File: config.mk
export PLATFORM = sky130hd
export DESIGN_NAME = shannon_entropy_accumulator_top
export DESIGN_NICKNAME = d
export VERILOG_FILES = /design/src/rtl/sea_pkg.sv /design/src/rtl/sea_log2.sv /design/src/rtl/sea_mul.sv /design/src/rtl/shannon_entropy_accumulator_top.sv
export VERILOG_INCLUDE_DIRS = /design/src /design/src/rtl
export SDC_FILE = /design/constraint.sdc
export NUM_CORES = 2
export LEC_CHECK = 0
export BUFFER_PORTS_ARGS = -buffer_cell sky130_fd_sc_hd__buf_2
export CAP_MARGIN = 0
export CORE_ASPECT_RATIO = 1.75
export CORE_MARGIN = 8
export CORE_UTILIZATION = 45
export DETAILED_ROUTE_END_ITERATION = 10
export GPL_ROUTABILITY_DRIVEN = 0
export PLACE_DENSITY = 0.66
export SKIP_CTS_REPAIR_TIMING = 1
export SKIP_LAST_GASP = 1
export SLEW_MARGIN = 30
export SYNTH_ARGS = -nofsm -noshare
export SYNTH_HDL_FRONTEND = slang
export SYNTH_SLANG_ARGS = --single-unit
File: constraint.sdc
create_clock -name clk -period 9.6 [get_ports clk]
set_clock_uncertainty 0.1 [all_clocks]
set_input_delay 0.96 -clock clk [delete_from_list [all_inputs] [get_ports clk]]
set_output_delay 0.96 -clock clk [all_outputs]
set_load 0.02 [all_outputs]
File: src/rtl/shannon_entropy_accumulator_top_defines.svh
// ---------------------------------------------------------------------------
// assertion macros for the shannon entropy accumulator
// they expect clk and rst to be visible at the place of use
// ---------------------------------------------------------------------------
`ifndef SHANNON_ENTROPY_ACCUMULATOR_TOP_DEFINES_SVH
`define SHANNON_ENTROPY_ACCUMULATOR_TOP_DEFINES_SVH

// antecedent implies consequent in the same cycle
`define SEA_ASSERT_SAME(lbl, ante, cons) \
  lbl: assert property (@(posedge clk) disable iff (rst) (ante) |-> (cons)) \
    else $error("sea check failed");

// antecedent implies consequent in the next cycle
`define SEA_ASSERT_NEXT(lbl, ante, cons) \
  lbl: assert property (@(posedge clk) disable iff (rst) (ante) |=> (cons)) \
    else $error("sea check failed");

`endif

File: src/rtl/sea_pkg.sv
// ---------------------------------------------------------------------------
// sea_pkg
// types and constants shared by the entropy accumulator modules
// ---------------------------------------------------------------------------
`timescale 1ns / 1ps

package sea_pkg;

  localparam int PROB_FRAC_BITS = 16;
  localparam int PROB_W         = PROB_FRAC_BITS + 1;
  localparam int LOG_FRAC_BITS  = 16;
  localparam int MANT_FRAC      = 30;
  localparam int MANT_W         = MANT_FRAC + 1;
  localparam int SHIFT_W        = $clog2(PROB_FRAC_BITS + 1);
  localparam int NEGL_W         = SHIFT_W + LOG_FRAC_BITS;
  localparam int PROD_W         = PROB_W + NEGL_W;
  localparam int TERM_W         = PROD_W + 1 - PROB_FRAC_BITS;
  localparam int ENTROPY_W      = 32;

  localparam logic [PROB_W-1:0] PROB_ONE = {1'b1, {PROB_FRAC_BITS{1'b0}}};

  localparam logic [1:0] REQ_SAMPLE  = 2'd0;
  localparam logic [1:0] REQ_REFRESH = 2'd1;
  localparam logic [1:0] REQ_END     = 2'd2;

  localparam logic [1:0] KIND_REFRESH = 2'd0;
  localparam logic [1:0] KIND_NOPROB  = 2'd1;
  localparam logic [1:0] KIND_FINAL   = 2'd2;

  typedef struct packed {
    logic [1:0]        req_type;
    logic              has_probability;
    logic [PROB_W-1:0] probability;
  } req_t;

  typedef struct packed {
    logic [1:0]           result_kind;
    logic [ENTROPY_W-1:0] entropy_bits;
  } res_t;

endpackage

File: src/rtl/sea_log2.sv
// ---------------------------------------------------------------------------
// sea_log2
// serial -log2(p): bit-per-cycle normalize, then one squaring per fraction bit
// ---------------------------------------------------------------------------
`timescale 1ns / 1ps

module sea_log2 (
  input  logic                        clk,
  input  logic                        rst,
  input  logic                        start,
  input  logic [sea_pkg::PROB_W-1:0]  p,
  output logic                        done,
  output logic [sea_pkg::NEGL_W-1:0]  negl
);
  import sea_pkg::*;

  localparam logic [1:0] L_IDLE = 2'd0;
  localparam logic [1:0] L_NORM = 2'd1;
  localparam logic [1:0] L_ITER = 2'd2;
  localparam int ITER_W = $clog2(LOG_FRAC_BITS);

  logic [1:0]               state;
  logic [MANT_W-1:0]        x;
  logic [SHIFT_W-1:0]       cnt;
  logic [ITER_W-1:0]        iter;
  logic [LOG_FRAC_BITS-1:0] f;
  logic [2*MANT_W-1:0]      sq;
  logic [MANT_W:0]          sq_sh;

  assign sq    = {{MANT_W{1'b0}}, x} * {{MANT_W{1'b0}}, x};
  assign sq_sh = sq[MANT_FRAC +: MANT_W + 1];

  // integer part counts the normalizing shifts, fraction comes from squaring
  assign negl = {cnt, {LOG_FRAC_BITS{1'b0}}} - NEGL_W'(f);

  always_ff @(posedge clk) begin
    if (rst) begin
      state <= L_IDLE;
      done  <= 1'b0;
    end else begin
      done <= 1'b0;
      unique case (state)
        L_IDLE: begin
          if (start) begin
            state <= L_NORM;
          end
        end
        L_NORM: begin
          if (x[MANT_FRAC]) begin
            state <= L_ITER;
          end
        end
        L_ITER: begin
          if (iter == ITER_W'(LOG_FRAC_BITS - 1)) begin
            state <= L_IDLE;
            done  <= 1'b1;
          end
        end
        default: state <= L_IDLE;
      endcase
    end
  end

  always_ff @(posedge clk) begin
    case (state)
      L_IDLE: begin
        x    <= MANT_W'(p) << (MANT_FRAC - PROB_FRAC_BITS);
        cnt  <= '0;
        iter <= '0;
        f    <= '0;
      end
      L_NORM: begin
        if (!x[MANT_FRAC]) begin
          x   <= x << 1;
          cnt <= cnt + SHIFT_W'(1);
        end
      end
      L_ITER: begin
        iter <= iter + ITER_W'(1);
        if (sq_sh[MANT_W]) begin
          x <= sq_sh[MANT_W:1];
          f <= {f[LOG_FRAC_BITS-2:0], 1'b1};
        end else begin
          x <= sq_sh[MANT_W-1:0];
          f <= {f[LOG_FRAC_BITS-2:0], 1'b0};
        end
      end
      default: begin
      end
    endcase
  end

endmodule

File: src/rtl/sea_mul.sv
// ---------------------------------------------------------------------------
// sea_mul
// shift-add multiplier, one bit of the probability per cycle, msb first
// ---------------------------------------------------------------------------
`timescale 1ns / 1ps

module sea_mul (
  input  logic                        clk,
  input  logic                        rst,
  input  logic                        start,
  input  logic [sea_pkg::PROB_W-1:0]  a,
  input  logic [sea_pkg::NEGL_W-1:0]  b,
  output logic                        done,
  output logic [sea_pkg::PROD_W-1:0]  prod
);
  import sea_pkg::*;

  localparam int CNT_W = $clog2(PROB_W);

  logic              busy;
  logic [CNT_W-1:0]  cnt;
  logic [PROB_W-1:0] ash;
  logic [NEGL_W-1:0] bop;

  always_ff @(posedge clk) begin
    if (rst) begin
      busy <= 1'b0;
      done <= 1'b0;
    end else begin
      done <= 1'b0;
      if (start) begin
        busy <= 1'b1;
      end else if (busy && cnt == CNT_W'(PROB_W - 1)) begin
        busy <= 1'b0;
        done <= 1'b1;
      end
    end
  end

  always_ff @(posedge clk) begin
    if (start) begin
      ash  <= a;
      bop  <= b;
      prod <= '0;
      cnt  <= '0;
    end else if (busy) begin
      ash  <= ash << 1;
      cnt  <= cnt + CNT_W'(1);
      prod <= (prod << 1) + (ash[PROB_W-1] ? PROD_W'(bop) : '0);
    end
  end

endmodule

File: src/rtl/shannon_entropy_accumulator_top.sv
// ---------------------------------------------------------------------------
// shannon_entropy_accumulator_top
// running shannon entropy, in bits, over a stream of probability samples
// ---------------------------------------------------------------------------
// req channel (req_valid/req_ready/req_data) takes samples, refresh marks and
// end marks; res channel (res_valid/res_ready/res_data) returns entropy
// results. a sample with a probability adds -p*log2(p) to a saturating sum
// and gives no result; a sample without one returns a pass-through beat.
// a refresh returns the sum, saves it and clears it; an end mark returns the
// sum, or the saved sum, or nothing if both are zero.
// marks and pass-through samples show their result beat, if any, the cycle
// after acceptance. a sample with a nonzero probability keeps the input closed
// from its accepting edge until the state returns to idle: one normalize
// shift per leading zero, 16 squarings in the log2 unit (one 31x31 square
// per cycle), a handoff, 17 bit-serial multiply steps, a handoff, and the
// accumulate.
// reset clears both sums and drops any pending result. while a result beat
// is stalled by res_ready, samples with a probability are still accepted;
// beats that would return a result wait until the output register frees.
// ---------------------------------------------------------------------------
`timescale 1ns / 1ps
`include "shannon_entropy_accumulator_top_defines.svh"

module shannon_entropy_accumulator_top #(
  parameter int SUM_WIDTH = 32
) (
  input  logic          clk,
  input  logic          rst,
  input  logic          req_valid,
  output logic          req_ready,
  input  sea_pkg::req_t req_data,
  output logic          res_valid,
  input  logic          res_ready,
  output sea_pkg::res_t res_data
);
  import sea_pkg::*;

  localparam logic [2:0] S_IDLE = 3'd0;
  localparam logic [2:0] S_LOG  = 3'd1;
  localparam logic [2:0] S_MUL  = 3'd2;
  localparam logic [2:0] S_ACC  = 3'd3;
  localparam int EXT_W = (SUM_WIDTH > ENTROPY_W) ? SUM_WIDTH : ENTROPY_W;
  localparam logic [PROD_W:0] ROUND_HALF = (PROD_W + 1)'(1) << (PROB_FRAC_BITS - 1);

  logic [2:0]           state;
  logic [SUM_WIDTH-1:0] sum;
  logic [SUM_WIDTH-1:0] prev;
  logic [PROB_W-1:0]    p_reg;
  logic [TERM_W-1:0]    term;
  logic [PROB_W-1:0]    p_clamp;
  logic [SUM_WIDTH-1:0] end_val;
  logic [SUM_WIDTH:0]   acc_sum;
  logic [PROD_W:0]      rnd;
  logic                 prob_sample;
  logic                 req_fire;
  logic                 res_set;
  logic                 log_start;
  logic                 log_done;
  logic [NEGL_W-1:0]    negl;
  logic                 mul_done;
  logic [PROD_W-1:0]    prod;

  function automatic logic [ENTROPY_W-1:0] sat_out(input logic [SUM_WIDTH-1:0] v);
    logic [EXT_W-1:0] ext;
    ext = EXT_W'(v);
    if (ext > EXT_W'({ENTROPY_W{1'b1}})) begin
      return '1;
    end
    return ext[ENTROPY_W-1:0];
  endfunction

  assign prob_sample = (req_data.req_type != REQ_REFRESH) &&
                       (req_data.req_type != REQ_END) && req_data.has_probability;
  assign req_ready   = (state == S_IDLE) && (!res_valid || res_ready || prob_sample);
  assign req_fire    = req_valid && req_ready;
  // every accepted beat but a probability sample or an empty end mark returns one
  assign res_set     = req_fire && !prob_sample &&
                       ((req_data.req_type != REQ_END) || (end_val != '0));
  assign p_clamp     = (req_data.probability > PROB_ONE) ? PROB_ONE : req_data.probability;
  assign end_val     = (sum != '0) ? sum : prev;
  assign log_start   = req_fire && prob_sample && (p_clamp != '0);
  assign acc_sum     = {1'b0, sum} + (SUM_WIDTH + 1)'(term);
  assign rnd         = {1'b0, prod} + ROUND_HALF;

  sea_log2 u_log2 (
    .clk   (clk),
    .rst   (rst),
    .start (log_start),
    .p     (p_clamp),
    .done  (log_done),
    .negl  (negl)
  );

  sea_mul u_mul (
    .clk   (clk),
    .rst   (rst),
    .start (log_done),
    .a     (p_reg),
    .b     (negl),
    .done  (mul_done),
    .prod  (prod)
  );

  always_ff @(posedge clk) begin
    if (rst) begin
      state     <= S_IDLE;
      sum       <= '0;
      prev      <= '0;
      res_valid <= 1'b0;
    end else begin
      res_valid <= res_set || (res_valid && !res_ready);
      unique case (state)
        S_IDLE: begin
          if (req_fire) begin
            if (req_data.req_type == REQ_REFRESH) begin
              prev <= sum;
              sum  <= '0;
            end else if (req_data.req_type == REQ_END) begin
              prev <= '0;
            end else if (req_data.has_probability && p_clamp != '0) begin
              state <= S_LOG;
            end
          end
        end
        S_LOG: begin
          if (log_done) begin
            state <= S_MUL;
          end
        end
        S_MUL: begin
          if (mul_done) begin
            state <= S_ACC;
          end
        end
        S_ACC: begin
          // saturate on carry out of the sum
          sum   <= acc_sum[SUM_WIDTH] ? '1 : acc_sum[SUM_WIDTH-1:0];
          state <= S_IDLE;
        end
        default: state <= S_IDLE;
      endcase
    end
  end

  always_ff @(posedge clk) begin
    if (log_start) begin
      p_reg <= p_clamp;
    end
    if (mul_done) begin
      term <= rnd[PROD_W:PROB_FRAC_BITS];
    end
    if (state == S_IDLE && req_fire) begin
      if (req_data.req_type == REQ_REFRESH) begin
        res_data.result_kind  <= KIND_REFRESH;
        res_data.entropy_bits <= sat_out(sum);
      end else if (req_data.req_type == REQ_END) begin
        if (end_val != '0) begin
          res_data.result_kind  <= KIND_FINAL;
          res_data.entropy_bits <= sat_out(end_val);
        end
      end else if (!req_data.has_probability) begin
        res_data.result_kind  <= KIND_NOPROB;
        res_data.entropy_bits <= '0;
      end
    end
  end

  `SEA_ASSERT_NEXT(a_start_enters_log, log_start, state == S_LOG)
  `SEA_ASSERT_SAME(a_log_done_in_log, log_done, state == S_LOG)
  `SEA_ASSERT_SAME(a_mul_done_in_mul, mul_done, state == S_MUL)
  `SEA_ASSERT_NEXT(a_refresh_clears,
    req_fire && req_data.req_type == REQ_REFRESH,
    sum == '0 && res_valid && res_data.result_kind == KIND_REFRESH)

endmodule
==> results.md <==
- The area growth from synthesis to layout is 7.40%.
- The worst-path maximum fanout is 16.
- The element type at the critical path end is a register.
- The worst hold path belongs to the class reg2reg.
- The synthesized net count is about 5600.
- The number of hold-slack violations in the final timing report is 0.
- The sum of routed wire length over all layers is approximately 120000 um.
- The clock sink count is roughly 280.
- The die covers ~100000 sq um.
- The number of clock buffers added by TritonCTS is 30.
- The multiplexer share of the synthesized area is 0.00915.
- In the synthesized netlist the dominant register cell turns out to be edfxtp_1.
- The first global-routing pass estimated approximately 180000 um of wire.
- The effective utilization at floorplan is 0.452.
- The number of max-slew violations in the final report is 0.
- Across the run, the number of max-cap violations was 0.
- Measured along the x axis, the die boundary spans between 200 and 250 um.
- The worst setup path startpoint is u_log2.x[4]$_DFFE_PP_.
- The region available for standard cell placement spans around 90000 sq um.
- The post-place setup slack is just over 0.6 ns.
- Buffers placed on the I/O ports in this run total 59.
- The share of the clock period used by the worst path is 0.952.
- The endpoint arrival time on the critical path is roughly 9.4 ns.
- The worst stage delay on the critical path is between 0.9 and 1 ns.
- The slowest stage of the critical path is the edfxtp_1 cell.
- The filler cell count is roughly 8600.
- The final design utilization is 0.485.
- The critical path launch point type is a register.
- The clock latency on the worst-skew pair is 0.61 ns.
- The cell count after synthesis came out at between 4000 and 5000.
- The critical path buffer and inverter count is 8.
- The startpoint identified for the worst hold timing path is u_mul.prod[13]$_SDFFE_PP0P_.
- Yosys mapped a number of flops with a built-in enable equal to 168.
- The mean instance size in the synthesized netlist is about 9.4 sq um.
- The area share of and/or/nand/nor cells after synthesis is 0.136.
- The pin count of the biggest net entering global routing is 54.
- The detailed-route vias per instance is 5.41.
- The longest clock path from root to sink contains 3 buffers.
- The xor and xnor fraction of the mapped netlist area is 0.0329.
- In the routed design, unresolved DRC markers number 0.
- The final routed wire length divided by cell count is around 20 um.
- The overall via count from detail_route is ~30000.
- The number of flip-flops under the largest register name is 38.
- In this run the remaining antenna-violating nets after routing total 0.
- The largest registers in the layout are u_mul.prod x38, res_data x34.
- Yosys printed 0 warnings.
- After legalization and detailed placement, the total HPWL measured around 96000 um.
- The number of nets in the final layout is 5577.
- The clock-pin slew reported for the worst setup and hold paths after clock tree synthesis is roughly 0.080 ns.
- After synthesis the netlist holds a flip-flop and latch count of between 200 and 300.
- The via count of the first global-routing pass is 34099.
- The area taken by multi-input logic gates is around 30000 sq um.
- On the final layout, the worst hold slack is ~0.37 ns.
- In this run the critical register-to-register path is launched from u_log2.x[4]$_DFFE_PP_.
- After synthesis, the largest family of logic cells by area is adder cells.
- The synthesized-area fraction occupied by ao, oa, aoi and oai cells is 0.0726.
- In this run the number of H-tree levels came out at 1.
- The proportion of synthesized flip-flops having asynchronous set or reset is 0.
- TritonCTS built the clock tree.
- Summed over all layers, the global routing overflow is 0.
- The cell row count is roughly 150.
- Measured along the y axis, the die boundary spans 419 um.
- The first routing iteration left 1737 violations.
- The initial antenna violation count is 0.
- During I/O placement, the number of pins put on the boundary was 60.
- The slew at the pin closest to its max-slew limit is about 1 ns.
- The number of different library cells in the post-synthesis netlist is 78.
- The flow ran to the end, and the final reports show no timing, DRC or antenna violations.
- The fraction of the mapped netlist area in adder cells is 0.461.
- In the final layout, the share of cells above drive strength 1 is 0.0626.
- Setup violations remaining at the end of the flow were counted as 0.
- Setup repair after global routing left no endpoint under its margin.
- Ranked by flip-flop count, first place goes to u_mul.prod.
- Counting I/O delays and the setup requirement, the final critical path takes about 9.1 ns.
- Across the whole layout, storage elements account for approximately 7400 sq um.
- The cell sitting at the root of the clock tree is a clkbuf_16.
- For this run, the register share of the synthesized area comes to 0.176.
- In the global route stage, overall resource usage came out at 0.229.
- The mapped cell area is roughly 42000 sq um.
- Based on the critical path, the design can be clocked at up to 109 MHz.
- The total negative slack for setup checks is 0 ns.
- In this design, the largest share of critical-path delay is due to adder cells.
- At the worst endpoint, the required time is just under 10 ns.
- The minimum setup slack in the final design is 0.457 ns.
- The detailed-router iteration count before antenna repair is 8.
- The remaining max-slew budget at the tightest pin is 0.320.
- The classification of the worst setup path is reg2reg.
## kinds of logic (layout without fill, tap and decap cells)
family | Yosys count | after routing
xor gates and xnor gates | 156 | 156
muxes | 36 | 36
AOI/OAI and AO/OA | 473 | 473
buffers and inverters | 1237 | 1281
and+or+nand+nor | 1178 | 1178
adders and majority gates | 1085 | 1085
other | 0 | 1
DFF | 283 | 283
## worst paths after layout
kind	end	cells after the start	slack [ns]
worst max-delay path	u_log2.x[11]$_DFFE_PP_	28	0.46
worst min register to register	u_mul.prod[13]$_SDFFE_PP0P_	2	0.37
worst max register to register	u_log2.x[11]$_DFFE_PP_	28	0.46
worst min-delay path	u_mul.prod[13]$_SDFFE_PP0P_	2	0.37
## cell type report
cell class / instances / share of cell area
Sequential cell: 283 / 0.164
Inverter: 1049 / 0.0879
Antenna cell: 1 / 0.0000558
Tap cell: 1200 / 0.0335
Clock buffer: 36 / 0.0182
Timing Repair Buffer: 176 / 0.0280
Multi-Input combinational cell: 2928 / 0.664
Clock inverter: 20 / 0.00450
## worst min-delay path, stage by stage, from the launching register on
cell	delay (ns)
dfxtp_1	0.33
nand2_1	0.05
o21ai_0	0.06
## placed cells by master, fill, tap and decap left out, types with 12 or more instances in the layout
cell type and count:
o21ai_0 85, mux2i_1 19, nor2b_1 37, a21o_1 49
mux2_2 17, a31oi_1 12, nand2_1 418, a211oi_1 20
nand3_1 82, and3_1 29, o211ai_1 22, edfxtp_1 168
xor2_1 64, nand2b_1 15, nor4_1 32, nor2_1 218
clkbuf_16 31, buf_4 110, and2_1 227, o21a_1 15
dfxtp_1 112, inv_1 1047, nor3_1 36, buf_2 59
fa_1 753, xnor2_1 90, ha_1 332, a21oi_1 172
nand4_1 37
## synthesized netlist by cell type, types with 21 or more instances
library cell  count  share of area
a211oi_1         21         0.0038
a21o_1           49         0.0088
a21oi_1         174          0.021
and2_1          227          0.034
and3_1           29         0.0043
clkbuf_1        171          0.015
dfxtp_1         115          0.055
edfxtp_1        168           0.12
fa_1            753           0.36
ha_1            332           0.10
inv_1          1047          0.094
nand2_1         418          0.038
nand3_1          82         0.0098
nand4_1          37         0.0055
nor2_1          221          0.020
nor2b_1          37         0.0055
nor3_1           37         0.0044
nor4_1           32         0.0048
o211ai_1         22         0.0040
o21ai_0          85          0.010
xnor2_1          90          0.019
xor2_1           65          0.014
## layer usage
layer	track usage	wire length, um	share of wire	vias to the layer above
li1	-	-	-	13779
met1	0.213	36000	0.31	15353
met2	0.437	62900	0.54	1136
met3	0.0283	5590	0.048	544
met4	0.185	11800	0.10	0
met5	0	0	0	-
## metrics by stage
step | area, sq um | std cells
global route | 44800 | 5692
detailed placement | 43800 | 5635
floorplan | 41700 | 4448
finish | 44800 | 5693
global placement | 43800 | 5635
CTS | 44800 | 5691
Power is left out: the tool's default activity adds up to more than one toggle a clock period on the data nets, which glitch-free logic cannot reach.
